===== config.mk =====
export PLATFORM = sky130hd
export DESIGN_NAME = string_escape_encoder
export DESIGN_NICKNAME = d
export VERILOG_FILES = /design/src/hw/rtl/sesc_pkg.sv /design/src/hw/rtl/string_escape_encoder.sv /design/src/hw/rtl/sesc_expand.sv /design/src/hw/rtl/sesc_drain.sv
export SDC_FILE = /design/constraint.sdc
export NUM_CORES = 1
export LEC_CHECK = 0
export ABC_AREA = 1
export BUFFER_PORTS_ARGS = -buffer_cell sky130_fd_sc_hd__buf_2
export CAP_MARGIN = 10
export CORE_AREA = 2 2 160 162
export CTS_BUF_LIST = sky130_fd_sc_hd__clkbuf_16
export DETAILED_ROUTE_END_ITERATION = 16
export DIE_AREA = 0 0 162 164
export GPL_TIMING_DRIVEN = 0
export SLEW_MARGIN = 10
export SYNTH_ARGS = -nofsm -noshare
export SYNTH_HDL_FRONTEND = slang
export SYNTH_HIERARCHICAL = 1
export SYNTH_SLANG_ARGS = --single-unit
export TNS_END_PERCENT = 10

===== constraint.sdc =====
create_clock -name clock -period 4.4 [get_ports clock]
set_input_delay 0 -clock clock [delete_from_list [all_inputs] [get_ports clock]]
set_output_delay 0 -clock clock [all_outputs]
set_load 0.01 [all_outputs]

===== src/hw/rtl/sesc_pkg.sv =====
// sesc_pkg: shared types, character codes and lookup functions for the
// string escape encoder. No dependencies.
package sesc_pkg;

   localparam int CHAR_W      = 21;
   localparam int LEN_W       = 16;
   localparam int COUNT_W     = 17;
   localparam int MAX_RESULTS = 5;
   localparam int RES_CNT_W   = 3;

   localparam logic [COUNT_W-1:0] COUNT_MAX = '1;

   // item opcodes
   localparam logic OP_CHAR   = 1'b0;
   localparam logic OP_FINISH = 1'b1;

   // configuration register indexes
   localparam logic REG_MAX_LENGTH = 1'b0;
   localparam logic REG_QUOTE_MODE = 1'b1;

   // character codes
   localparam logic [7:0] CH_BEL    = 8'h07;
   localparam logic [7:0] CH_BS     = 8'h08;
   localparam logic [7:0] CH_TAB    = 8'h09;
   localparam logic [7:0] CH_LF     = 8'h0A;
   localparam logic [7:0] CH_VT     = 8'h0B;
   localparam logic [7:0] CH_FF     = 8'h0C;
   localparam logic [7:0] CH_CR     = 8'h0D;
   localparam logic [7:0] CH_CTRL_END = 8'h20;
   localparam logic [7:0] CH_SPACE  = 8'h20;
   localparam logic [7:0] CH_DQUOTE = 8'h22;
   localparam logic [7:0] CH_SQUOTE = 8'h27;
   localparam logic [7:0] CH_DOT    = 8'h2E;
   localparam logic [7:0] CH_BSLASH = 8'h5C;
   localparam logic [7:0] CH_X      = 8'h78;
   localparam logic [7:0] CH_LOW_A  = 8'h61;
   localparam logic [7:0] CH_LOW_B  = 8'h62;
   localparam logic [7:0] CH_LOW_F  = 8'h66;
   localparam logic [7:0] CH_LOW_N  = 8'h6E;
   localparam logic [7:0] CH_LOW_R  = 8'h72;
   localparam logic [7:0] CH_LOW_T  = 8'h74;
   localparam logic [7:0] CH_LOW_V  = 8'h76;
   localparam logic [7:0] CH_UP_A   = 8'h41;
   localparam logic [7:0] CH_UP_F   = 8'h46;
   localparam logic [7:0] CH_ZERO   = 8'h30;
   localparam logic [7:0] CH_NINE   = 8'h39;

   typedef struct packed {
      logic [CHAR_W-1:0] out_char;
      logic              has_char;
      logic              end_of_string;
   } rsp_word_type;

   typedef struct packed {
      rsp_word_type [MAX_RESULTS-1:0] words;
      logic [RES_CNT_W-1:0]           count;
   } expand_type;

   typedef struct packed {
      logic               started;
      logic               after_hex;
      logic               truncated;
      logic [COUNT_W-1:0] count;
   } state_type;

   // upper-case hex digit for one nibble
   function automatic logic [7:0] hex_ascii(input logic [3:0] nib);
      hex_ascii = (nib < 4'd10) ? (CH_ZERO + {4'd0, nib}) : (CH_UP_A + {4'd0, nib} - 8'd10);
   endfunction

   // letter of the short escape, zero when the character has none
   function automatic logic [7:0] esc_letter(input logic [CHAR_W-1:0] c);
      logic [7:0] r;
      r = 8'd0;
      if (c[CHAR_W-1:8] == '0) begin
         case (c[7:0])
            CH_BEL:    r = CH_LOW_A;
            CH_BS:     r = CH_LOW_B;
            CH_FF:     r = CH_LOW_F;
            CH_LF:     r = CH_LOW_N;
            CH_CR:     r = CH_LOW_R;
            CH_TAB:    r = CH_LOW_T;
            CH_VT:     r = CH_LOW_V;
            CH_BSLASH: r = CH_BSLASH;
            CH_SQUOTE: r = CH_SQUOTE;
            CH_DQUOTE: r = CH_DQUOTE;
            default:   r = 8'd0;
         endcase
      end
      esc_letter = r;
   endfunction

   function automatic logic is_hex_char(input logic [CHAR_W-1:0] c);
      logic hi_zero;
      hi_zero = (c[CHAR_W-1:8] == '0);
      is_hex_char = hi_zero &&
                    ((c[7:0] >= CH_ZERO  && c[7:0] <= CH_NINE)  ||
                     (c[7:0] >= CH_UP_A  && c[7:0] <= CH_UP_F)  ||
                     (c[7:0] >= CH_LOW_A && c[7:0] <= CH_LOW_F));
   endfunction

endpackage


===== src/hw/rtl/string_escape_encoder.sv =====
// string_escape_encoder: top level of the C-style string escaper.
// Depends on sesc_pkg, sesc_expand and sesc_drain.
//
// A string comes in one code point per word (req_op = 0) and is closed by a
// finish word (req_op = 1). Each code point leaves as its C escape, one
// character per result word: \a \b \f \n \r \t \v, backslash and both
// quotes get the two-character form, other control codes below 0x20 and a
// hex digit right after a \xHH escape become \xHH. With quote mode on, the
// string is wrapped in double quotes, and once max_length characters have
// gone out the rest is dropped behind " ..." without a closing quote. The
// finish word's last result carries end_of_string; if it has nothing to
// print it gives one empty result (has_char = 0). An input word is
// expanded in the cycle it is accepted and its 0 to 5 characters wait in a
// small word queue that feeds the result register one word per cycle while
// the output is ready, so each result passes through the queue and then
// the result register. The result channel sets the rate: a new word waits
// at the input while earlier words still fill the queue. The next word is
// accepted in the same cycle the queue's last word moves to the result
// register, so there are no gaps while the output is ready. Configuration
// writes land at once and apply from the next accepted word.
module string_escape_encoder import sesc_pkg::*; (
   input  logic              clock,
   input  logic              reset,
   // input words
   input  logic              req_valid,
   output logic              req_ready,
   input  logic              req_op,
   input  logic [CHAR_W-1:0] req_code_point,
   // result words
   output logic              rsp_valid,
   input  logic              rsp_ready,
   output logic [CHAR_W-1:0] rsp_out_char,
   output logic              rsp_has_char,
   output logic              rsp_end_of_string,
   // configuration writes
   input  logic              csr_we,
   input  logic              csr_index,
   input  logic [LEN_W-1:0]  csr_wdata
);

   logic [LEN_W-1:0] max_length_ff, max_length_in;
   logic             quote_mode_ff, quote_mode_in;
   state_type        state_ff, state_in;
   state_type        state_calc;
   expand_type       expansion;
   rsp_word_type     rsp_word;
   logic             req_accept;

   assign req_accept = req_valid && req_ready;

   // register file: decode the write index
   always_comb begin
      max_length_in = max_length_ff;
      quote_mode_in = quote_mode_ff;
      if (csr_we) begin
         unique case (csr_index)
            REG_MAX_LENGTH: max_length_in = csr_wdata;
            REG_QUOTE_MODE: quote_mode_in = csr_wdata[0];
            default:        max_length_in = max_length_ff;
         endcase
      end
   end

   // expand the incoming word against the current string state
   sesc_expand u_expand (
      .op         (req_op),
      .code_point (req_code_point),
      .state      (state_ff),
      .max_length (max_length_ff),
      .quote_mode (quote_mode_ff),
      .expansion  (expansion),
      .state_next (state_calc)
   );

   // advance the string state only on an accepted word
   assign state_in = req_accept ? state_calc : state_ff;

   always_ff @(posedge clock) begin
      if (reset) begin
         max_length_ff <= '1;
         quote_mode_ff <= 1'b0;
         state_ff      <= '0;
      end else begin
         max_length_ff <= max_length_in;
         quote_mode_ff <= quote_mode_in;
         state_ff      <= state_in;
      end
   end

   // queue the expanded words and drive the result channel
   sesc_drain u_drain (
      .clock      (clock),
      .reset      (reset),
      .load       (req_accept),
      .expansion  (expansion),
      .load_ready (req_ready),
      .rsp_valid  (rsp_valid),
      .rsp_ready  (rsp_ready),
      .rsp_word   (rsp_word)
   );

   assign rsp_out_char      = rsp_word.out_char;
   assign rsp_has_char      = rsp_word.has_char;
   assign rsp_end_of_string = rsp_word.end_of_string;

`ifndef ASSERT_OFF
   a_trunc_started: assert property (@(posedge clock) disable iff (reset)
      state_ff.truncated |-> state_ff.started)
      else $error("truncated outside a string");
   a_hex_started: assert property (@(posedge clock) disable iff (reset)
      state_ff.after_hex |-> state_ff.started)
      else $error("hex escape flag outside a string");
   a_finish_clears: assert property (@(posedge clock) disable iff (reset)
      (req_accept && req_op == OP_FINISH) |=> (state_ff == '0))
      else $error("string state not cleared after finish");
`endif

endmodule


===== src/hw/rtl/sesc_expand.sv =====
// sesc_expand: turns one input word and the string state into the list of
// output words and the next state. Depends on sesc_pkg.
module sesc_expand import sesc_pkg::*; (
   input  logic              op,
   input  logic [CHAR_W-1:0] code_point,
   input  state_type         state,
   input  logic [LEN_W-1:0]  max_length,
   input  logic              quote_mode,
   output expand_type        expansion,
   output state_type         state_next
);

   logic                   open_quote;
   logic [COUNT_W-1:0]     base_count;
   logic [7:0]             esc;
   logic                   hex_path;
   logic                   hit_limit;
   logic [CHAR_W-1:0]      body [4];
   logic [RES_CNT_W-1:0]   body_n;
   logic [RES_CNT_W-1:0]   total;
   logic [RES_CNT_W-1:0]   count_out;
   logic [CHAR_W-1:0]      chars [MAX_RESULTS];
   logic [COUNT_W:0]       sum;

   assign open_quote = !state.started && quote_mode;
   assign base_count = (open_quote && state.count != COUNT_MAX) ?
                       state.count + COUNT_W'(1) : state.count;
   assign esc        = esc_letter(code_point);

   always_comb begin
      for (int i = 0; i < 4; i++) begin
         body[i] = '0;
      end
      body_n    = '0;
      hex_path  = 1'b0;
      hit_limit = 1'b0;
      if (op == OP_FINISH) begin
         if (!state.truncated && quote_mode) begin
            body[0] = CHAR_W'(CH_DQUOTE);
            body_n  = 3'd1;
         end
      end else if (!state.truncated) begin
         if (base_count >= {1'b0, max_length}) begin
            hit_limit = 1'b1;
            if (quote_mode) begin
               body[0] = CHAR_W'(CH_SPACE);
               body[1] = CHAR_W'(CH_DOT);
               body[2] = CHAR_W'(CH_DOT);
               body[3] = CHAR_W'(CH_DOT);
               body_n  = 3'd4;
            end
         end else if (esc != 8'd0) begin
            body[0] = CHAR_W'(CH_BSLASH);
            body[1] = CHAR_W'(esc);
            body_n  = 3'd2;
         end else if ((state.after_hex && is_hex_char(code_point)) ||
                      (code_point < CHAR_W'(CH_CTRL_END))) begin
            hex_path = 1'b1;
            body[0]  = CHAR_W'(CH_BSLASH);
            body[1]  = CHAR_W'(CH_X);
            body[2]  = CHAR_W'(hex_ascii(code_point[7:4]));
            body[3]  = CHAR_W'(hex_ascii(code_point[3:0]));
            body_n   = 3'd4;
         end else begin
            body[0] = code_point;
            body_n  = 3'd1;
         end
      end
   end

   assign total     = body_n + {2'd0, open_quote};
   // a finish with nothing to print still closes the string with an empty word
   assign count_out = (op == OP_FINISH && total == '0) ? 3'd1 : total;

   always_comb begin
      chars[0] = open_quote ? CHAR_W'(CH_DQUOTE) : body[0];
      for (int k = 1; k < 4; k++) begin
         chars[k] = open_quote ? body[k-1] : body[k];
      end
      chars[4] = open_quote ? body[3] : '0;
      for (int i = 0; i < MAX_RESULTS; i++) begin
         expansion.words[i].has_char      = (RES_CNT_W'(i) < total);
         expansion.words[i].out_char      = (RES_CNT_W'(i) < total) ? chars[i] : '0;
         expansion.words[i].end_of_string = (op == OP_FINISH) &&
                                            (RES_CNT_W'(i) == count_out - 3'd1);
      end
      expansion.count = count_out;
   end

   assign sum = {1'b0, base_count} + {{(COUNT_W-2){1'b0}}, body_n};

   always_comb begin
      if (op == OP_FINISH) begin
         state_next = '0;
      end else begin
         state_next.started   = 1'b1;
         state_next.truncated = state.truncated | hit_limit;
         state_next.after_hex = (state.truncated || hit_limit) ? state.after_hex : hex_path;
         state_next.count     = sum[COUNT_W] ? COUNT_MAX : sum[COUNT_W-1:0];
      end
   end

endmodule


===== src/hw/rtl/sesc_drain.sv =====
// sesc_drain: holds the expanded words of one item and hands them out one
// per cycle through the result register while it is not stalled. Depends on sesc_pkg.
module sesc_drain import sesc_pkg::*; (
   input  logic         clock,
   input  logic         reset,
   input  logic         load,
   input  expand_type   expansion,
   output logic         load_ready,
   output logic         rsp_valid,
   input  logic         rsp_ready,
   output rsp_word_type rsp_word
);

   rsp_word_type [MAX_RESULTS-1:0] buf_ff, buf_in;
   logic [RES_CNT_W-1:0]           cnt_ff, cnt_in;
   logic                           rsp_valid_ff, rsp_valid_in;
   rsp_word_type                   rsp_word_ff, rsp_word_in;
   logic                           out_open;
   logic                           pop;

   assign out_open   = !rsp_valid_ff || rsp_ready;
   assign pop        = (cnt_ff != '0) && out_open;
   assign load_ready = (cnt_ff == '0) || (cnt_ff == 3'd1 && pop);

   always_comb begin
      buf_in = buf_ff;
      cnt_in = cnt_ff;
      if (load) begin
         buf_in = expansion.words;
         cnt_in = expansion.count;
      end else if (pop) begin
         // advance the queue by one word
         for (int i = 0; i < MAX_RESULTS - 1; i++) begin
            buf_in[i] = buf_ff[i+1];
         end
         cnt_in = cnt_ff - 3'd1;
      end
   end

   assign rsp_valid_in = pop ? 1'b1 : (rsp_valid_ff && !rsp_ready);
   assign rsp_word_in  = pop ? buf_ff[0] : rsp_word_ff;

   always_ff @(posedge clock) begin
      if (reset) begin
         cnt_ff       <= '0;
         rsp_valid_ff <= 1'b0;
      end else begin
         cnt_ff       <= cnt_in;
         rsp_valid_ff <= rsp_valid_in;
      end
   end

   always_ff @(posedge clock) begin
      buf_ff      <= buf_in;
      rsp_word_ff <= rsp_word_in;
   end

   assign rsp_valid = rsp_valid_ff;
   assign rsp_word  = rsp_word_ff;

`ifndef ASSERT_OFF
   a_cnt_bound: assert property (@(posedge clock) disable iff (reset)
      cnt_ff <= RES_CNT_W'(MAX_RESULTS))
      else $error("word queue holds more than five words");
   a_load_room: assert property (@(posedge clock) disable iff (reset)
      load |-> (cnt_ff == '0 || (cnt_ff == 3'd1 && pop)))
      else $error("queue loaded while words still wait");
   a_no_ghost: assert property (@(posedge clock) disable iff (reset)
      (cnt_ff == '0 && !rsp_valid_ff) |=> !rsp_valid_ff)
      else $error("result shown with empty queue");
`endif

endmodule

==> results of run 1 <==
layout make-up:
cell class	instances	area (um2)
inverters	177	682
well taps	330	413
clock inverters	15	160
multi-input cells	1024	5610
clock buffers	17	425
flip-flops and latches	179	4990
plain buffers	90	713
fillers	2266	10700
repair buffers	155	1150
flip-flops by register name, indices dropped and copies added, names as in the netlist:
| signal | count |
|---|---|
| max_length_ff | 16 |
| quote_mode_ff | 1 |
| state_ff | 20 |
| u_drain/buf_ff | 115 |
| u_drain/cnt_ff | 3 |
| u_drain/rsp_valid | 1 |
| u_drain/rsp_word | 23 |
cells in the mapped netlist, types with 3 or more instances:
| cell type | instances |
|---|---|
| nand2_1 | 508 |
| nor4_1 | 3 |
| nand3_1 | 88 |
| nor3_1 | 11 |
| dfxtp_1 | 41 |
| buf_2 | 8 |
| a21oi_2 | 8 |
| nor2_4 | 5 |
| edfxtp_1 | 138 |
| inv_1 | 157 |
| o211ai_1 | 4 |
| nand3_2 | 13 |
| a21oi_1 | 19 |
| buf_6 | 13 |
| xor2_1 | 10 |
| buf_4 | 60 |
| nand4_1 | 21 |
| a31oi_1 | 3 |
| o21ai_1 | 3 |
| o21ai_0 | 34 |
| nor2_1 | 155 |
| inv_2 | 18 |
| nor3_2 | 3 |
| clkbuf_1 | 5 |
| nand2_2 | 23 |
| nor2_2 | 8 |
| ha_1 | 35 |
stage by stage:
step                      cell area (um2)  setup slack, ns  hold WS, ns
after floorplan                     11300         -0.00465       0.0691
after global placement              12100            -1.05        0.244
after detailed placement            12100            -1.07        0.252
after CTS                           13700           -0.183      0.00433
after global routing                14100           -0.429       0.0457
final                               14100           -0.221       0.0253
worst min path at each step:
stage	end	slack, ns	cells past startpoint
after floorplan	u_drain/cnt_ff[2]	0.07	1
after global placement	quote_mode_ff	0.24	3
after detailed placement	quote_mode_ff	0.25	3
after CTS	u_drain/buf_ff[34]	0.004	5
after global routing	state_ff[8]	0.05	4
final	u_drain/buf_ff[34]	0.03	5
cells by family (layout without fill, tap and decap cells):
family                   Yosys count  in the layout  share of synthesized area [%]
buffers and inverters            267            454                           12.3
multiplexers                       2              2                          0.181
other                              1             44                         0.0339
adder cells (fa/ha/maj)           35             35                           3.96
flip-flops                       179            179                           44.9
AO/OA/AOI/OAI                     77             77                           4.10
AND/OR/NAND/NOR                  852            852                           33.3
XOR/XNOR                          14             14                           1.24
repair_timing:
action | CTS | global route
endpoints found under the hold margin | 27 | 0
setup buffers | 38 | 14
gates resized for setup | 82 | 70
endpoints found under the setup margin | 90 | 88
hold buffers | 35 | 0
pin swaps | 54 | 72
gates cloned | 0 | 1
per-layer routing:
metal / up-vias / share of wire, %
met4: 0 / 2.6
met5: - / 0
li1: 4891 / -
met3: 48 / 2.8
met2: 197 / 48
met1: 4347 / 46
power by group through the flow:
| stage | combinational (mW) | sequential, mW | clock, mW |
|---|---|---|---|
| after floorplan | 1.93 | 3.23 | 0 |
| after global placement | 2.73 | 3.22 | 0 |
| after detailed placement | 2.81 | 3.19 | 0 |
| after CTS | 3.09 | 3.16 | 1.54 |
| after global routing | 3.62 | 3.26 | 1.60 |
| final | 3.24 | 3.17 | 1.51 |
worst max-delay path, delay by kind of cell, from the launching register on:
family	cells	cell delay, ns
compound gates	1	0.12
xor+xnor	1	0.10
fa+ha+maj	4	0.98
buf+inv	3	0.48
flops	1	0.37
simple gates	21	2.51
==> results.ini, run 1 <==
[run_status]
status = complete, but fails checks
failed_checks = setup timing

[clock_network]
cts.sinks = 179
cts.clk_slew.worst_paths_ns = 0.08
clockBufferDepth = 2
cts-htree-levels = 4
cts_buffers = 17
root_buffer = clkbuf_16
cts_tree = done
clock_latency_ns = 0.43

[layout]
layout_common_cells = nand2_1 (482), inv_1 (141), nor2_1 (140), edfxtp_1 (138), buf_4 (106)
area_delta_synth_final_pct = 27.8
final_common_cell = nand2_1
antenna_cells = 0
fin_nets = 1723
fin_cells = 1987
drive_gt1_share_pct = 26.4
final_util_pct = 57.0

[floorplanning]
start_util_pct = 44.6
dieArea_mm2 = 0.0266
die_w_um = 162
rows = 58
coreArea_mm2 = 0.0248
io_pins = 69
die_y_um = 164

[sta]
hold_viol = 0
setup_ws_ns = -0.221
finalSetupTns_ns = -8.48
drv_slew = 0
period_minus_slack_ns = 4.62
setup_violations = 78
rsz0062_at_grt = true
fmax_mhz = 216
period_share_pct = 105
relSlewSlack_pct = 33.8
tightestPinTransition_ns = 0.992
worst_clock_skew_ns = 0.0128

[yosys]
synth_cell_types = 51
synthTopCellsByArea = edfxtp_1 (37%), nand2_1 (17%), dfxtp_1 (7.4%)
syn_inst = 1427
synth_top_area_share_pct = 37.4
synth_seq_area_share_pct = 44.9
synthArstFlopShare_pct = 0
syn_area_mm2 = 0.0111
yosys_warnings = 6
postSynthAreaPerCell_um2 = 7.76
yosysTopAreaCell = edfxtp_1
synth_edf_count = 138
ys.flop_type = edfxtp_1
synth-seq-cells = 179

[global_route]
globalRouteMet3Util_pct = 2.58
grt.total_usage_pct = 21.1
grt.busiest_layer = met2
grt_max_degree = 59
grt-ovfl-total = 0
globalRouteMet1Util_pct = 27.0
grt_pass1_vias = 8941
grt_pass1_wl_um = 44300
grt.met2_usage_pct = 36.5
antenna_found_initial = 0

[drt]
post-route-drc-count = 0
dr.pass1.iters = 5
vias = 9483
drtAntennaViolNets = 0
drt-initial-drc-count = 567
routed_via_density = 4.77
avgRoutedWirePerCell_um = 13.9
routed_wirelength_um = 27600

[setup_path]
timing.rr.start = state_ff[1]
worst-r2r-cell-count = 30
worst-r2r-setup-slack_ns = -0.22
worst_path_max_delay_cell = dfxtp_4
crit_type = flop to flop
required_ns = 4.77
crit_path_start = state_ff[1]
cp-end-kind = flop
arrival_ns = 4.99
worstPathMaxFanout = 6
cp_slowest_stage_delay_ns = 0.37
start_kind = flop
critical_path.endpoint = state_ff[4]
regToRegEndpoint = state_ff[4]

[power_and_ir_drop]
clockPowerShare_pct = 19.0
internal_power_mw = 4.83
p_leak_nw = 6.85
p_sw_mw = 3.09
p_per_area_mw_per_mm2 = 560
irDropWorstVdd_mv = 0.506
sw_frac_of_total_pct = 39.0
total_power_mw = 7.92
pwr-share-comb_pct = 40.9
pwr-share-seq_pct = 40.1

[place]
place_congestion = 0.899
hpwl_um = 19300
placedCellCount = 1867
io_buffer_count = 66

[worst_hold_path]
hold_start = req_code_point[9]
hp-class = input pin to flop

[flow_run]
maxCapViolCount = 0

(Power assumes the default switching activity.)
==> run 2: changes to the inputs <==
- CELL_PAD_IN_SITES_DETAIL_PLACEMENT: default -> 1
- CELL_PAD_IN_SITES_GLOBAL_PLACEMENT: default -> 1
- CORE_AREA: 2 2 160 162 -> 2 2 166 168
- DIE_AREA: 0 0 162 164 -> 0 0 168 170
- PLACE_DENSITY_LB_ADDON: default -> 0.1
==> results.ini, run 2 (synthesis results as in run 1) <==
[layout]
fin_cells = 1990  ; +0.15%
final_util_pct = 52.7  ; -4.3 points
fin_nets = 1715  ; -0.46%
regMostFlops = u_drain/buf_ff
drive_gt1_share_pct = 25.8  ; -0.60 points
fill_cells = 3253  ; +44%
area_delta_synth_final_pct = 26.8
final_common_cell = nand2_1
largest_reg_flops = 115  ; unchanged
antenna_cells = 0  ; unchanged
layout_common_cells = nand2_1 (484), inv_1 (146), edfxtp_1 (138), nor2_1 (132), buf_4 (102)

[worst_hold_path]
hp-class = input pin to flop
min_delay_path_depth = 4  ; -1

[clock_network]
cts.sinks = 179  ; unchanged
clockBufferDepth = 2  ; unchanged
cts-htree-levels = 4  ; unchanged
cts_buffers = 17  ; unchanged
clock_latency_ns = 0.43  ; about the same
root_buffer = clkbuf_16
cts.clk_slew.worst_paths_ns = 0.08  ; about the same
cts_tree = done

[place]
placedCellCount = 1878  ; +0.59%
place_congestion = 0.860  ; -4.3%
hpwl_um = 23500  ; +22%
io_buffer_count = 66  ; unchanged

[power_and_ir_drop]
irDropWorstVdd_mv = 0.368  ; -27%
p_leak_nw = 6.86  ; +0.13%
p_per_area_mw_per_mm2 = 580  ; +3.7%
total_power_mw = 8.15  ; +2.9%

[drt]
drtAntennaViolNets = 0  ; unchanged
routed_via_density = 4.95  ; +3.7%
drt-initial-drc-count = 529  ; -6.7%
dr.pass1.iters = 5  ; unchanged
post-route-drc-count = 0  ; unchanged
vias = 9848  ; +3.8%
routed_wirelength_um = 33400  ; +21%
avgRoutedWirePerCell_um = 16.8  ; +21%

[sta]
setup_ws_ns = -0.420  ; -0.199 ns
hold_viol = 0  ; unchanged
rsz0062_at_grt = true
hold_ws_ns = 0.0137  ; -0.0115 ns
fmax_mhz = 207  ; -4.1%
worst_clock_skew_ns = 0.0128  ; +0.0000688 ns
tightestPinTransition_ns = 1.06  ; +0.0646 ns
period_minus_slack_ns = 4.82  ; +0.199 ns
drv_slew = 0  ; unchanged
relSlewSlack_pct = 29.5  ; -4.3 points
period_share_pct = 110  ; +4.5 points
setup_violations = 81  ; +3.8%

[setup_path]
worst-r2r-cell-count = 34  ; +13%
cp_slowest_stage_delay_ns = 0.39  ; +0.02 ns
crit_type = flop to flop
arrival_ns = 5.00  ; about the same
worst_path_max_delay_cell = dfxtp_4
required_ns = 4.58  ; -0.19 ns
worstPathMaxFanout = 6  ; unchanged
start_kind = flop
crit_top_cell = nor2_4
cp-end-kind = flop

[floorplanning]
rows = 60  ; +3.4%
die_w_um = 168  ; +3.7%
io_pins = 69  ; unchanged
die_y_um = 170  ; +3.7%
coreArea_mm2 = 0.0267  ; +7.4%
dieArea_mm2 = 0.0286  ; +7.5%
start_util_pct = 41.5  ; -3.1 points

[run_status]
status = complete, but fails checks
failed_checks = setup timing

[global_route]
grt_max_degree = 54  ; -8.5%
antenna_found_initial = 0  ; unchanged
grt.total_usage_pct = 24.1  ; +3.1 points
grt_pass1_vias = 10400  ; +16%
grt-ovfl-total = 0  ; unchanged
grt_pass1_wl_um = 54100  ; +22%

[flow_run]
maxCapViolCount = 0  ; unchanged

## run 2: changes by cell type in the layout (fill, tap and decap cells not counted), moves of 5 or more
cell	delta
a21oi_2	+5
ha_4	-8
nor2_2	+5
inv_1	+5
nor2_1	-8
dfxtp_1	+5
ha_1	+7
## run 2: layout make-up
class	count	area [um2]	area share, %
Buffer	90	709	5.05
Clock buffer	17	425	3.03
Clock inverter	15	175	1.25
Inverter	177	677	4.82
Multi-Input combinational cell	1025	5590	39.8
Sequential cell	179	4980	35.5
Tap cell	341	427	3.04
Timing Repair Buffer	145	1050	7.45
Timing Repair inverter	1	7.51	0.0535
## run 2: final timing paths
check | from | endpoint | slack [ns]
max | state_ff[4] | u_drain/buf_ff[5] | -0.42
min reg2reg | u_drain/buf_ff[7] | u_drain/rsp_word[7] | 0.41
max reg2reg | state_ff[4] | u_drain/buf_ff[5] | -0.42
min | rsp_ready | u_drain/rsp_valid | 0.01
## run 2: where the power goes
part	leakage [nW]	internal [mW]	total (mW)	switching (mW)
Sequential	1.73	2.93	3.22	0.289
Combinational	4.83	1.11	3.39	2.28
Clock	0.294	0.771	1.54	0.771
Total	6.86	4.81	8.15	3.34
## run 2: critical path, delay by kind of cell (launching register included)
family                     cells  cell delay, ns
AOI/OAI and AO/OA              2            0.25
xor gates and xnor gates       1            0.20
adders and majority gates      3            0.65
buffers and inverters          7            0.45
DFF                            1            0.39
and+or+nand+nor               21            2.58
## run 2: timing repair
item                                    4_1_cts  5_1_grt
gates cloned                                  3        0
endpoints found under the setup margin       92       88
hold buffers                                 31        0
buffers inserted                             35       11
pin swaps                                    67       48
resized for setup                            92       56
endpoints found under the hold margin        21        0
## run 2: stage by stage
stage | setup slack, ns | area [um2] | TNS, ns
2_1_floorplan | -0.00465 | 11300 | -0.0133
3_3_place_gp | -1.30 | 12100 | -95.72
3_5_place_dp | -1.39 | 12100 | -101.78
4_1_cts | -0.300 | 13700 | -15.82
5_1_grt | -0.707 | 14000 | -47.56
6_report | -0.420 | 14000 | -26.05
## run 2: metal layers
layer  vias up  GRT usage [%]  share of wire (%)  routed length [um]
met3        46           2.63                3.0                 997
met5         -              0                  0                   0
met2       174           43.6                 50               16600
met1      4770           30.8                 45               15100
met4         0           6.39                2.0                 684
li1       4858              -                  -                   -
